--- src/sv/mkse_pkg.sv ---
package mkse_pkg;

	localparam int unsigned LenW    = 24;
	localparam int unsigned GroupW  = 4;
	localparam int unsigned SymW    = 8;
	localparam int unsigned ElemMax = 6;
	localparam int unsigned CountW  = 3;
	localparam int unsigned CfgIdxW = 3;

	localparam logic [CfgIdxW-1:0] CFG_DOT       = 3'd0;
	localparam logic [CfgIdxW-1:0] CFG_DASH      = 3'd1;
	localparam logic [CfgIdxW-1:0] CFG_ELEM_GAP  = 3'd2;
	localparam logic [CfgIdxW-1:0] CFG_CHAR_GAP  = 3'd3;
	localparam logic [CfgIdxW-1:0] CFG_WORD_GAP  = 3'd4;
	localparam logic [CfgIdxW-1:0] CFG_GROUP     = 3'd5;

	localparam logic [LenW-1:0]   DOT_RST       = 24'd2000;
	localparam logic [LenW-1:0]   DASH_RST      = 24'd6000;
	localparam logic [LenW-1:0]   ELEM_GAP_RST  = 24'd2000;
	localparam logic [LenW-1:0]   CHAR_GAP_RST  = 24'd6000;
	localparam logic [LenW-1:0]   WORD_GAP_RST  = 24'd14000;
	localparam logic [GroupW-1:0] GROUP_RST     = 4'd5;

	// segment currently presented on the output
	typedef enum logic [1:0] {
		SEG_TONE,
		SEG_GAP,
		SEG_TRAIL,
		SEG_BAD
	} seg_kind_t;

	typedef struct packed {
		logic load;     // take the looked-up character
		logic advance;  // step to the next element
		logic close;    // trailing gap delivered, update group position
	} dp_cmd_t;

	typedef struct packed {
		logic bad;      // loaded character has no code
		logic more;     // further elements follow the current one
	} dp_stat_t;

	typedef struct packed {
		logic              hit;
		logic [CountW-1:0] count;
		logic [ElemMax-1:0] bits;  // first element in highest used bit, 1 = dash
	} rom_entry_t;

	function automatic rom_entry_t mk(input logic [CountW-1:0] count,
	                                  input logic [ElemMax-1:0] bits);
		rom_entry_t e;
		e.hit   = 1'b1;
		e.count = count;
		e.bits  = bits;
		return e;
	endfunction

	function automatic rom_entry_t morse_lookup(input logic [SymW-1:0] sym);
		rom_entry_t e;
		e = '0;
		case (sym)
			"0": e = mk(3'd5, 6'd31);
			"1": e = mk(3'd5, 6'd15);
			"2": e = mk(3'd5, 6'd7);
			"3": e = mk(3'd5, 6'd3);
			"4": e = mk(3'd5, 6'd1);
			"5": e = mk(3'd5, 6'd0);
			"6": e = mk(3'd5, 6'd16);
			"7": e = mk(3'd5, 6'd24);
			"8": e = mk(3'd5, 6'd28);
			"9": e = mk(3'd5, 6'd30);
			"A": e = mk(3'd2, 6'd1);
			"B": e = mk(3'd4, 6'd8);
			"C": e = mk(3'd4, 6'd10);
			"D": e = mk(3'd3, 6'd4);
			"E": e = mk(3'd1, 6'd0);
			"F": e = mk(3'd4, 6'd2);
			"G": e = mk(3'd3, 6'd6);
			"H": e = mk(3'd4, 6'd0);
			"I": e = mk(3'd2, 6'd0);
			"J": e = mk(3'd4, 6'd7);
			"K": e = mk(3'd3, 6'd5);
			"L": e = mk(3'd4, 6'd4);
			"M": e = mk(3'd2, 6'd3);
			"N": e = mk(3'd2, 6'd2);
			"O": e = mk(3'd3, 6'd7);
			"P": e = mk(3'd4, 6'd6);
			"Q": e = mk(3'd4, 6'd13);
			"R": e = mk(3'd3, 6'd2);
			"S": e = mk(3'd3, 6'd0);
			"T": e = mk(3'd1, 6'd1);
			"U": e = mk(3'd3, 6'd1);
			"V": e = mk(3'd4, 6'd1);
			"W": e = mk(3'd3, 6'd3);
			"X": e = mk(3'd4, 6'd9);
			"Y": e = mk(3'd4, 6'd11);
			"Z": e = mk(3'd4, 6'd12);
			"?": e = mk(3'd6, 6'd12);
			",": e = mk(3'd6, 6'd51);
			"!": e = mk(3'd6, 6'd49);
			".": e = mk(3'd6, 6'd21);
			";": e = mk(3'd6, 6'd42);
			"/": e = mk(3'd5, 6'd18);
			"=": e = mk(3'd5, 6'd17);
			"-": e = mk(3'd6, 6'd33);
			8'h09: e = mk(3'd6, 6'd30);  // tab carries the apostrophe pattern
			"(": e = mk(3'd5, 6'd22);
			")": e = mk(3'd6, 6'd45);
			8'h22: e = mk(3'd6, 6'd18);  // double quote
			":": e = mk(3'd6, 6'd56);
			"_": e = mk(3'd6, 6'd13);
			"@": e = mk(3'd6, 6'd26);
			default: e = '0;
		endcase
		return e;
	endfunction

endpackage

--- src/sv/mkse_dp.sv ---
module mkse_dp (
	input  logic                            clk,
	input  logic                            arst_n,
	input  logic                            cfg_we,
	input  logic [mkse_pkg::CfgIdxW-1:0]    cfg_addr,
	input  logic [mkse_pkg::LenW-1:0]       cfg_wdata,
	input  logic [mkse_pkg::SymW-1:0]       symbol,
	input  mkse_pkg::dp_cmd_t               cmd,
	input  mkse_pkg::seg_kind_t             kind,
	output mkse_pkg::dp_stat_t              stat,
	output logic                            tone_on,
	output logic [mkse_pkg::LenW-1:0]       segment_length,
	output logic                            bad_symbol,
	output logic                            last
);
	import mkse_pkg::*;

	logic [LenW-1:0]    dot_q, dash_q, elem_gap_q, char_gap_q, word_gap_q;
	logic [GroupW-1:0]  group_size_q;
	logic [GroupW-1:0]  group_pos_q;
	logic [ElemMax-1:0] elem_q;
	logic [CountW-1:0]  rem_q;
	logic               bad_q;
	rom_entry_t         entry;
	logic               word_end;

	assign entry    = morse_lookup(symbol);
	assign word_end = ({1'b0, group_pos_q} + 5'd1) >= {1'b0, group_size_q};

	always_ff @(posedge clk or negedge arst_n) begin
		if (!arst_n) begin
			dot_q        <= DOT_RST;
			dash_q       <= DASH_RST;
			elem_gap_q   <= ELEM_GAP_RST;
			char_gap_q   <= CHAR_GAP_RST;
			word_gap_q   <= WORD_GAP_RST;
			group_size_q <= GROUP_RST;
		end else if (cfg_we) begin
			unique case (cfg_addr)
				CFG_DOT:      dot_q        <= cfg_wdata;
				CFG_DASH:     dash_q       <= cfg_wdata;
				CFG_ELEM_GAP: elem_gap_q   <= cfg_wdata;
				CFG_CHAR_GAP: char_gap_q   <= cfg_wdata;
				CFG_WORD_GAP: word_gap_q   <= cfg_wdata;
				CFG_GROUP:    group_size_q <= cfg_wdata[GroupW-1:0];
				default: ;
			endcase
		end
	end

	always_ff @(posedge clk or negedge arst_n) begin
		if (!arst_n) begin
			group_pos_q <= '0;
		end else if (cmd.close) begin
			group_pos_q <= word_end ? '0 : group_pos_q + 4'd1;
		end
	end

	// character held while its segments go out; elements left-aligned
	always_ff @(posedge clk) begin
		if (cmd.load) begin
			bad_q  <= !entry.hit;
			rem_q  <= entry.count;
			elem_q <= entry.bits << (3'(ElemMax) - entry.count);
		end else if (cmd.advance) begin
			rem_q  <= rem_q - 3'd1;
			elem_q <= {elem_q[ElemMax-2:0], 1'b0};
		end
	end

	assign stat.bad  = bad_q;
	assign stat.more = rem_q > 3'd1;

	always_comb begin
		tone_on        = 1'b0;
		bad_symbol     = 1'b0;
		last           = 1'b0;
		segment_length = '0;
		unique case (kind)
			SEG_TONE: begin
				tone_on        = 1'b1;
				segment_length = elem_q[ElemMax-1] ? dash_q : dot_q;
			end
			SEG_GAP: begin
				segment_length = elem_gap_q;
			end
			SEG_TRAIL: begin
				last           = 1'b1;
				segment_length = word_end ? word_gap_q : char_gap_q;
			end
			SEG_BAD: begin
				bad_symbol     = 1'b1;
				last           = 1'b1;
			end
		endcase
	end

endmodule

--- src/sv/mkse_ctrl.sv ---
module mkse_ctrl (
	input  logic                 clk,
	input  logic                 arst_n,
	input  logic                 in_valid,
	output logic                 in_ready,
	output logic                 out_valid,
	input  logic                 out_ready,
	input  mkse_pkg::dp_stat_t   stat,
	output mkse_pkg::dp_cmd_t    cmd,
	output mkse_pkg::seg_kind_t  kind
);
	import mkse_pkg::*;

	typedef enum logic [2:0] {
		ST_IDLE,
		ST_CHECK,
		ST_TONE,
		ST_GAP,
		ST_TRAIL,
		ST_BAD
	} state_t;

	state_t state_q;
	logic   in_beat, out_beat;

	assign in_ready  = state_q == ST_IDLE;
	assign out_valid = state_q == ST_TONE || state_q == ST_GAP ||
	                   state_q == ST_TRAIL || state_q == ST_BAD;
	assign in_beat   = in_valid && in_ready;
	assign out_beat  = out_valid && out_ready;

	assign cmd.load    = in_beat;
	assign cmd.advance = state_q == ST_TONE && out_beat && stat.more;
	assign cmd.close   = state_q == ST_TRAIL && out_beat;

	always_comb begin
		unique case (state_q)
			ST_TONE:  kind = SEG_TONE;
			ST_GAP:   kind = SEG_GAP;
			ST_TRAIL: kind = SEG_TRAIL;
			default:  kind = SEG_BAD;
		endcase
	end

	always_ff @(posedge clk or negedge arst_n) begin
		if (!arst_n) begin
			state_q <= ST_IDLE;
		end else begin
			unique case (state_q)
				ST_IDLE:  if (in_beat) state_q <= ST_CHECK;
				ST_CHECK: state_q <= stat.bad ? ST_BAD : ST_TONE;
				ST_TONE:  if (out_beat) state_q <= stat.more ? ST_GAP : ST_TRAIL;
				ST_GAP:   if (out_beat) state_q <= ST_TONE;
				ST_TRAIL: if (out_beat) state_q <= ST_IDLE;
				ST_BAD:   if (out_beat) state_q <= ST_IDLE;
				default:  state_q <= ST_IDLE;
			endcase
		end
	end

`ifndef SYNTHESIS
	a_one_side: assert property (@(posedge clk) disable iff (!arst_n)
		in_ready |-> !out_valid) else $error("input open while a segment is pending");
	a_load_then_out: assert property (@(posedge clk) disable iff (!arst_n)
		in_beat |=> ##1 out_valid) else $error("accepted character produced no segment");
	a_close_idle: assert property (@(posedge clk) disable iff (!arst_n)
		cmd.close |=> in_ready) else $error("group not closed on return to idle");
	a_single_cmd: assert property (@(posedge clk) disable iff (!arst_n)
		$onehot0({cmd.load, cmd.advance, cmd.close})) else $error("overlapping commands");
`endif

endmodule

--- src/sv/morse_keying_segment_encoder.sv ---
// Morse keying segment encoder. Each beat on s_axis carries one ASCII character;
// for it the block sends keying segments on m_axis: a tone segment (dot or dash
// length) per element, a silent element gap between elements, then one trailing
// gap flagged with tlast, a word gap after every group_size-th character and a
// character gap otherwise. An unknown character gives one segment with
// bad_symbol set, length zero and tlast, and leaves the group count alone.
// Per character: accept, a check of the looked-up code, then 2n segments for
// n elements, each held while m_axis_tready is low. The input accepts again
// only once the last segment has been taken. The user writes lengths and group
// size through cfg_we/cfg_addr/cfg_wdata only while idle; the block does not enforce it.
module morse_keying_segment_encoder (
	input  logic                           clk,
	input  logic                           arst_n,
	input  logic                           cfg_we,
	input  logic [mkse_pkg::CfgIdxW-1:0]   cfg_addr,
	input  logic [mkse_pkg::LenW-1:0]      cfg_wdata,
	input  logic                           s_axis_tvalid,
	output logic                           s_axis_tready,
	input  logic [7:0]                     s_axis_tdata,   // [7:0] symbol
	output logic                           m_axis_tvalid,
	input  logic                           m_axis_tready,
	output logic [23:0]                    m_axis_tdata,   // [23:0] segment_length
	output logic [1:0]                     m_axis_tuser,   // [0] tone_on, [1] bad_symbol
	output logic                           m_axis_tlast    // last
);
	import mkse_pkg::*;

	dp_cmd_t   cmd;
	dp_stat_t  stat;
	seg_kind_t kind;

	mkse_ctrl u_ctrl (
		.clk       (clk),
		.arst_n    (arst_n),
		.in_valid  (s_axis_tvalid),
		.in_ready  (s_axis_tready),
		.out_valid (m_axis_tvalid),
		.out_ready (m_axis_tready),
		.stat      (stat),
		.cmd       (cmd),
		.kind      (kind)
	);

	mkse_dp u_dp (
		.clk            (clk),
		.arst_n         (arst_n),
		.cfg_we         (cfg_we),
		.cfg_addr       (cfg_addr),
		.cfg_wdata      (cfg_wdata),
		.symbol         (s_axis_tdata),
		.cmd            (cmd),
		.kind           (kind),
		.stat           (stat),
		.tone_on        (m_axis_tuser[0]),
		.segment_length (m_axis_tdata),
		.bad_symbol     (m_axis_tuser[1]),
		.last           (m_axis_tlast)
	);

endmodule

--- config.mk ---
export PLATFORM = sky130hd
export DESIGN_NAME = morse_keying_segment_encoder
export DESIGN_NICKNAME = d
export VERILOG_FILES = /design/src/sv/mkse_pkg.sv /design/src/sv/mkse_dp.sv /design/src/sv/mkse_ctrl.sv /design/src/sv/morse_keying_segment_encoder.sv
export SDC_FILE = /design/constraint.sdc
export NUM_CORES = 1
export LEC_CHECK = 0
export BUFFER_PORTS_ARGS = -buffer_cell sky130_fd_sc_hd__buf_2
export CORE_MARGIN = 2
export CORE_UTILIZATION = 40
export CTS_CLUSTER_SIZE = 10
export DETAILED_ROUTE_END_ITERATION = 16
export GPL_TIMING_DRIVEN = 0
export PLACE_DENSITY = 0.57
export RECOVER_POWER = 100
export SLEW_MARGIN = 25
export SYNTH_ARGS = -nofsm -noshare
export SYNTH_HDL_FRONTEND = slang
export SYNTH_SLANG_ARGS = --single-unit
--- constraint.sdc ---
create_clock -name clk -period 3.75 [get_ports clk]
set_clock_uncertainty 0.1 [all_clocks]
set_input_delay 0.1875 -clock clk [delete_from_list [all_inputs] [get_ports clk]]
set_output_delay 0.1875 -clock clk [all_outputs]
set_load 0.01 [all_outputs]
Yosys cells after proc, flatten, opt, wreduce, memory -nomap -nowiden

Memory sizes are Yosys's and may differ from the RTL's.
Cells that the tools add are included.

Magnitude comparators: 2
Equality and inequality tests: 17
Reduce and logical (&&, ||, !) cells: 22
Shift-type cells: 1
Multiplexer cells: 20
Add/sub/neg operators: 4

Operators with widths:

| operator            | number |
|---|---|
| $pmux 24 s3         | 1 |
| $mux 24             | 2 |
| $mux 3              | 8 |
| $pmux 3 s5          | 1 |
| $eq 3x2->1 const B  | 4 |
| $eq 3x3->1 const B  | 4 |
| $mux 6              | 2 |
| $reduce_and 2->1    | 6 |
| $mux 10             | 1 |
| $eq 3x1->1 const B  | 2 |
| $logic_not 3->1     | 2 |
| $ne 2x1->1 const B  | 3 |
| $pmux 2 s3          | 1 |
| $shl 6x3->6         | 1 |
| $add 4x1->5 const B | 1 |
| $ge 5x4->1          | 1 |
| $logic_and 1x1->1   | 5 |
| $add 4x1->4 const B | 1 |
| $eq 2x2->1 const B  | 2 |
| $mux 4              | 1 |
| $reduce_and 4->1    | 1 |
| $reduce_or 2->1     | 2 |
| $gt 3x1->1 const B  | 1 |
| $logic_or 1x1->1    | 3 |
| 8 further kinds     | 10 |

Input bits: 40
Register bits after elaboration: 141
Memories kept: 1
Output and inout port bits: 29
Bits in read-only memories: 1280
Logic and storage cells: 78

Memories:

| memory           | words | width | rd ports | clocked after Yosys merged registers in | write ports | RTL line       | RTL |
|---|---|---|---|---|---|---|---|
| (name not given) | 128   | 10    | 1        | 0                                       | 0           | mkse_pkg.sv:61 | `case (sym)` |

Longest topological paths before layout

Gate-level depths: netlist of the first run.

Depth in word-level cells: 9
Gate-level depth with buffers: 16
Gate-level depth less buffers: 14

Modules after synthesis

From an unflattened synthesis of the first run, not the netlist that was laid out.

Cells, all modules: 661
Area total of the unflattened synthesis: 7688.6 um^2

By module, submodules not included:

| module    | instances | cells each | area an instance (um^2) | seq. area each (um^2) |
|---|---|---|---|---|
| mkse_dp   | 1         | 631        | 7433.4                  | 3547.2 |
| mkse_ctrl | 1         | 30         | 255.2                   | 75.1 |

Worst setup path after synthesis of the first run

Ideal clock, no wire load.

Path kind: input to register
Start point: input s_axis_tdata[1]
End point: register u_dp.elem_q[4], data pin
Arrival time: 2.722 ns
Stages on the path: 15
Path buffers: 2
Setup slack: 0.669 ns
Library setup time: 0.259 ns
Path through: clkbuf_1 -> inv_1 -> ha_1 -> mux4_2 -> nor2_1 -> a21oi_1 -> a21oi_1 -> nor2_1 -> nor2_1 -> ha_1 -> clkbuf_1 -> nand2_1 -> inv_1 -> a32o_1 -> a211o_1

Cells in the longest elaborated chain, start to end: 5

RTL lines:

| what                 | RTL line                           | RTL |
|---|---|---|
| start, declared      | morse_keying_segment_encoder.sv:19 | `input logic [7:0] s_axis_tdata,` |
| $mem_v2 128x10 (*)   | n/a                                |  |
| $mux 10 (*)          | mkse_pkg.sv:61                     |  |
| $sub 3x3->3          | mkse_dp.sv:64                      | `elem_q <= entry.bits << (3'(ElemMax) - entry.count);` |
| $shl 6x3->6 (*)      | mkse_dp.sv:64                      |  |
| $mux 6 (*)           | mkse_dp.sv:61                      | `if (cmd.load) begin` |
| end signal, assigned | mkse_dp.sv:64                      |  |
| end signal, assigned | mkse_dp.sv:67                      | `elem_q <= {elem_q[ElemMax-2:0], 1'b0};` |
| end, declared        | mkse_dp.sv:21                      | `logic [ElemMax-1:0] elem_q;` |

Mark *: on every way between the ends. The rest lies on a longest branch, timed or not.
A chain may end at the register's enable or synchronous reset.

Final worst setup path of the first run

Start point: register u_dp.group_pos_q[0]
End point: output m_axis_tdata[7]

Cells in the longest elaborated chain, start to end: 4

RTL lines:

| what                   | RTL line                           | RTL |
|---|---|---|
| start, declared        | mkse_dp.sv:20                      | `logic [GroupW-1:0] group_pos_q;` |
| start signal, assigned | mkse_dp.sv:55                      | `group_pos_q <= word_end ? '0 : group_pos_q + 4'd1;` |
| $add 4x1->5            | mkse_dp.sv:28                      | `assign word_end = ({1'b0, group_pos_q} + 5'd1) >= {1'b0, group_size_q};` |
| $ge 5x4->1             | mkse_dp.sv:28                      |  |
| $mux 24                | mkse_dp.sv:89                      | `segment_length = word_end ? word_gap_q : char_gap_q;` |
| $pmux 24 s3            | mkse_dp.sv:79                      | `unique case (kind)` |
| end, declared          | morse_keying_segment_encoder.sv:22 | `output logic [23:0] m_axis_tdata,` |

Every way passes these cells.

==> results of run 1 <==
registers in the layout (all words and copies together), names as in the netlist:
register	count
u_dp.dot_q	24
u_dp.word_gap_q	24
u_dp.elem_gap_q	24
u_dp.char_gap_q	24
u_dp.dash_q	24
u_dp.group_pos_q	4
u_ctrl.state_q	3
u_dp.group_size_q	4
u_dp.elem_q	6
u_dp.rem_q	3
u_dp.bad_q	1
area by class of cell:
class / instances / area [µm²]
tap: 234 / 293
inverter: 16 / 60.1
clock buffer: 21 / 470
clock inverter: 11 / 106
fill: 1750 / 9670
sequential: 141 / 3620
timing repair buffer: 94 / 573
multi-input combinational: 469 / 3760
buffer: 49 / 213
final timing paths:
| kind | slack (ns) | endpoint | depth (start not counted) |
|---|---|---|---|
| hold / removal | 0.19 | u_dp.group_size_q[3] | 3 |
| min in group asynchronous | 1.08 | u_dp.group_pos_q[3] | 2 |
| max in group asynchronous | 0.68 | u_dp.char_gap_q[15] | 3 |
| setup / recovery | 0.23 | m_axis_tdata[7] | 11 |
| setup reg to reg | 1.04 | u_dp.group_pos_q[0] | 10 |
| hold reg to reg | 0.41 | u_dp.char_gap_q[13] | 1 |
power by group through the flow:
stage	logic, mW	registers (mW)	clock network [mW]
after floorplan	1.44	2.13	0
after global placement	2.05	2.16	0
after detailed placement	2.09	2.19	0
after CTS	2.14	2.16	1.66
after global routing	2.29	2.21	1.74
final	2.08	2.17	1.63
cells by family (layout without fill, tap and decap cells):
kind of cell | after synthesis | after routing | share of synthesized area (%)
AO/OA/AOI/OAI | 129 | 129 | 11.1
adder cells (fa/ha/maj) | 14 | 14 | 2.29
AND/OR/NAND/NOR | 143 | 143 | 9.66
XOR/XNOR | 4 | 4 | 0.458
flip-flops | 141 | 141 | 47.3
multiplexers | 179 | 179 | 25.7
buffers and inverters | 65 | 191 | 3.47
stage by stage:
stage / util (%) / area (µm²) / hold slack [ns]
2_1_floorplan: - / 7650 / -0.208
3_3_place_gp: 44.1 / 8280 / 0.370
3_5_place_dp: 44.3 / 8320 / 0.0170
4_1_cts: 48.9 / 9170 / 0.170
5_1_grt: 48.5 / 9100 / 0.210
6_report: 48.5 / 9100 / 0.188
metal layers:
layer  global-route usage [%]  up-vias  share of wire (%)
li1                         -     2690                  -
met1                     28.6     2906                 48
met2                     31.6      142                 46
met3                     3.16       21                4.1
met4                     7.14        0                1.7
met5                        0        -                  0
layout by cell type, fill, tap and decap left out, drive strengths merged, types with 27 or more instances in the layout:
| cell | count |
|---|---|
| a21oi | 39 |
| nor2 | 46 |
| dfstp | 35 |
| buf | 50 |
| mux2i | 51 |
| dfrtp | 96 |
| mux2 | 127 |
| clkbuf | 87 |
| dlygate4sd3 | 27 |
worst min-delay path, cell delays in order:
cell	delay, ns
clkbuf_1	0.10
nand4b_1	0.20
mux2_2	0.18
repair_timing:
action,in CTS,in global routing
hold buffers,27,0
endpoints found under the setup margin,12,7
resized for setup,2,1
hold endpoints to repair,174,0
==> results.txt, run 1 <==
status: finished with violations
failing checks: max-capacitance violations, max-slew violations
Inserted Clock Buffers: 17
Final Hold Violating Endpoints: 0
slowest CP cell: dfrtp_1
worst r2r src: u_dp.group_pos_q[0]
fraction of registers with async set or reset after synthesis: 92.9%
largest net degree at the start of global routing: 84
grt total ovfl: 0
Routed WL: 19.6 mm
IO Count: 69
DIE HEIGHT: 142 µm
Critical Path RT: 3.46 ns
die area: 20,300 µm²
final non-filler cell total: 1,035
Yosys top cell area share: 31.4%
startpoint type of the worst setup path: register
Synth Instances: 675
HP Class: primary input to register
Critical Path Max Stage Delay: 0.42 ns
buffer and inverter count on the worst path: 3
initial core utilization: 40.8%
number of global-route vias before repair: 5,766
CTS tree: built
setup bufs post-CTS: 0
CTS Buffer Depth: 2
Yosys top cell by area: dfrtp_1
Syn Area/Cell: 11.3 µm²
clock transition at the registers of the reported paths: 0.06 ns
worst-path cell chain: ha_1, ha_1, a21o_1, a21o_1, a21o_1, a31oi_1, clkbuf_4, buf_4, mux2i_1, o22ai_1, clkbuf_2
initial drt markers: 380
post-synthesis sequential area ratio: 47.3%
Leakage: 3.88 nW
drt pass-1 iters: 5
Area Overhead vs Synth: 18.9%
HP Start: cfg_addr[0]
core area: 18,800 µm²
setup violators final: 0
critical path class: register to output port
switching power: 2.03 mW
Synth cell types: 68
#FFs+latches synth: 141
sw frac: 34.5%
number of remaining DRC errors: 0
post-route ant nets: 0
Seq pwr share: 36.9%
CP Max Fanout: 10
Rows: 50
crit path from: u_dp.group_pos_q[0]
clk_lat worst skew: 0.42 ns
Worst setup EP type: output port
Worst Max-Slew Pin Slew: 2.75 ns
Post-DP HPWL: 13.6 mm
dpl cells: 976
Synth Flop Type: dfrtp_1
most used cell, CP: a21o_1
layout cells sized above 1: 31.2%
Power Total: 5.87 mW
most common cell in the netlist: mux2_2
Comb pwr share: 35.4%
vias: 5,759
syn_nets: 729
max-slew violation count: 50
IO Port Bufs: 66
Max Cap Viol: 1
placer's final routability congestion estimate: 0.864
vias per inst: 5.56
maximum VDD drop: 394 µV
arrival time worst endpoint: 3.24 ns
Cell Int Power: 3.84 mW
Diodes inserted: 0
clk sinks: 141
Clock Tree Root: clkbuf_16
PnR worst setup slack: 0.226 ns
crit path time final: 3.52 ns
Slew headroom: -83.1%
initial antenna violation count: 0
routed len/inst: 19.0 µm
H-Tree Depth: 4
Post-Syn Area: 7650 µm²
worst slack, placed: 0.0211 ns
ranking of synthesized cells by area: dfrtp_1 31%, mux2_2 19%, dfstp_2 12%
GRT Overall Usage: 20.2%
RSZ-0062 raised after global routing: no
Final nets: 842
clock power share: 27.8%
upper clock frequency limit: 284 MHz
pwr dens: 645 nW/µm²
Post-synth EDFFs: 10
first-pass GRT wire length: 31.4 mm
setup tns final: 0 ns
fin crit share: 94.0%
Die X: 142 µm
total of warnings raised by yosys: 0
CP top delay family: compound AO/OA/AOI/OAI gates
Synth top cells by count: 126 x mux2_2, 96 x dfrtp_1, 51 x mux2i_1
Note: power is estimated with default switching activity, not from simulation.
==> inputs of run 2 (changes only) <==
Settings changed: CORE_MARGIN 2 to 4, CTS_CLUSTER_DIAMETER from default to 40.
==> run 2 against run 1 <==
Net effect: largest cell class unchanged; utilization is 0.11 points higher; sequential power hardly changed; sequential cell count stayed put; cell area is 0.22% higher; clock-buffer cell count is 4 higher; register-to-register slack better by 0.02 ns; worst hold slack worse by 0.16 ns; the flow still finishes with violations (max-capacitance violations, max-slew violations); critical path type unchanged; largest power group unchanged.
==> results.txt, run 2 (same netlist as run 1, synthesis figures left out) <==
pwr dens: 648 nW/µm² (+0.45%)
clk sinks: 141 (unchanged)
number of remaining DRC errors: 0 (unchanged)
Rows: 50 (unchanged)
routed len/inst: 19.4 µm (+2.3%)
setup bufs post-CTS: 0 (unchanged)
vias per inst: 5.55 (-0.26%)
DIE HEIGHT: 146 µm (+2.8%)
vias: 5,733 (-0.45%)
maximum VDD drop: 330 µV (-16%)
clock transition at the registers of the reported paths: 0.06 ns (about the same)
CP Max Fanout: 10 (unchanged)
core area: 18,800 µm² (unchanged)
fin crit share: 94.5% (+0.56 points)
largest net degree at the start of global routing: 98 (+17%)
RSZ-0062 raised after global routing: no
buffer and inverter count on the worst path: 3 (unchanged)
slowest CP cell: dfrtp_1
crit path time final: 3.55 ns (+0.0212 ns)
Worst setup EP type: output port
first-pass GRT wire length: 32.0 mm (+1.8%)
Min Hold Slack: 0.0288 ns (-0.160 ns)
clk_lat worst skew: 0.41 ns (about the same)
CP top delay family: compound AO/OA/AOI/OAI gates
Post-DP HPWL: 13.9 mm (+2.9%)
CTS tree: built
commonest non-fill, non-tap cells in the layout: 126 x mux2_2, 96 x dfrtp_1, 59 x clkbuf_1, 51 x mux2i_1, 46 x nor2_1
initial core utilization: 40.8% (unchanged)
Inserted Clock Buffers: 17 (unchanged)
Critical Path Max Stage Delay: 0.43 ns (about the same)
number of global-route vias before repair: 5,753 (-0.23%)
most used cell, CP: a21o_1
worst-path cell chain: ha_1, ha_1, a21o_1, a21o_1, a21o_1, a31oi_1, buf_4, buf_4, mux2i_1, o22ai_1, buf_2
met3 WL: 874 µm (+8.4%)
failing checks: max-capacitance violations, max-slew violations
setup tns final: 0 ns (unchanged)
Die X: 146 µm (+2.8%)
Leakage: 3.93 nW (+1.3%)
Max Cap Viol: 1 (unchanged)
Routed WL: 20.1 mm (+2.1%)
Metal-1 WL: 9.67 mm (+1.9%)
Routed met2 length: 9.36 mm (+3.8%)
IO Port Bufs: 66 (unchanged)
Area Overhead vs Synth: 19.2%
die area: 21,400 µm² (+5.7%)
initial drt markers: 332 (-13%)
Slew headroom: -36.6% (+47 points)
GRT Overall Usage: 18.8% (-1.4 points)
layout cells sized above 1: 31.8% (+0.58 points)
DR top layer: met4
placer's final routability congestion estimate: 0.859 (-0.64%)
HP Class: primary input to register
status: finished with violations
post-route ant nets: 0 (unchanged)
initial antenna violation count: 0 (unchanged)
Power Total: 5.91 mW (+0.67%)
CTS Buffer Depth: 2 (unchanged)
Diodes inserted: 0 (unchanged)
Filler cells: 1,741 (-0.51%)
H-Tree Depth: 4 (unchanged)
grt total ovfl: 0 (unchanged)
setup violators final: 0 (unchanged)
Worst Max-Slew Pin Slew: 2.05 ns (-0.698 ns)
drt pass-1 iters: 5 (unchanged)
Final Hold Violating Endpoints: 0 (unchanged)
critical path class: register to output port
startpoint type of the worst setup path: register
IO Count: 69 (unchanged)
Final nets: 840 (-0.24%)
Critical Path RT: 3.46 ns (about the same)
arrival time worst endpoint: 3.26 ns (+0.02 ns)
Clock Tree Root: clkbuf_16
commonest non-fill, non-tap cell in the layout: mux2_2
upper clock frequency limit: 282 MHz (-0.60%)
max-slew violation count: 35 (-30%)
## run 2: changes by cell type in the layout (fill, tap and decap cells not counted), moves of 2 or more
cell           delta
buf_2             +4
clkinv_2          +4
inv_6             -3
clkbuf_2          +3
clkinvlp_4        -4
dlygate4sd3_1     -2
clkbuf_1          -4
## run 2: layer usage
metal	vias up	GRT usage, %
met4	0	3.72
met3	12	4.47
met2	133	28.9
met5	-	0
li1	2690	-
met1	2898	27.3
## run 2: cell type report
class / instances / area, µm² / share of cell area (%)
Multi-Input combinational cell: 469 / 3770 / 41.3
Tap cell: 234 / 293 / 3.21
Buffer: 49 / 216 / 2.37
Inverter: 16 / 60.1 / 0.659
Sequential cell: 141 / 3620 / 39.7
Timing Repair Buffer: 92 / 578 / 6.34
Clock buffer: 25 / 495 / 5.43
Clock inverter: 7 / 85.1 / 0.933
## run 2: report_power, final
part	switching (mW)	internal [mW]	total (mW)	leakage [nW]
Sequential	0.184	1.98	2.17	1.62
Combinational	1.19	0.904	2.10	2.02
Clock	0.601	1.04	1.65	0.291
## run 2: worst paths after layout
check,to,cells past startpoint,slack [ns],startpoint
worst max-delay path,m_axis_tdata[12],11,0.20,u_dp.group_pos_q[0]
worst min-delay path,u_dp.word_gap_q[1],2,0.03,cfg_wdata[1]
worst max register to register,u_dp.group_pos_q[0],10,1.06,u_dp.group_pos_q[0]
min in group asynchronous,u_dp.group_pos_q[1],2,0.80,arst_n
worst min register to register,u_dp.dot_q[0],1,0.41,u_dp.dot_q[0]
max in group asynchronous,u_dp.char_gap_q[4],3,1.45,arst_n
## run 2: through the flow
stage | std cells | util, % | setup WS [ns] | cell area (µm²)
after CTS | 1033 | 48.8 | 0.0337 | 9150
after floorplan | 675 | - | 0.669 | 7650
after global placement | 975 | 44.1 | -0.00635 | 8280
after global routing | 1033 | 48.6 | 0.00406 | 9120
after detailed placement | 976 | 44.3 | -0.0313 | 8320
final | 1033 | 48.6 | 0.205 | 9120
## run 2: timing repair
| action | CTS | global route |
|---|---|---|
| pin swaps | 0 | 0 |
| setup endpoints to repair | 16 | 17 |
| endpoints found under the hold margin | 209 | 0 |
| gates resized for setup | 2 | 3 |
| hold buffers | 25 | 0 |
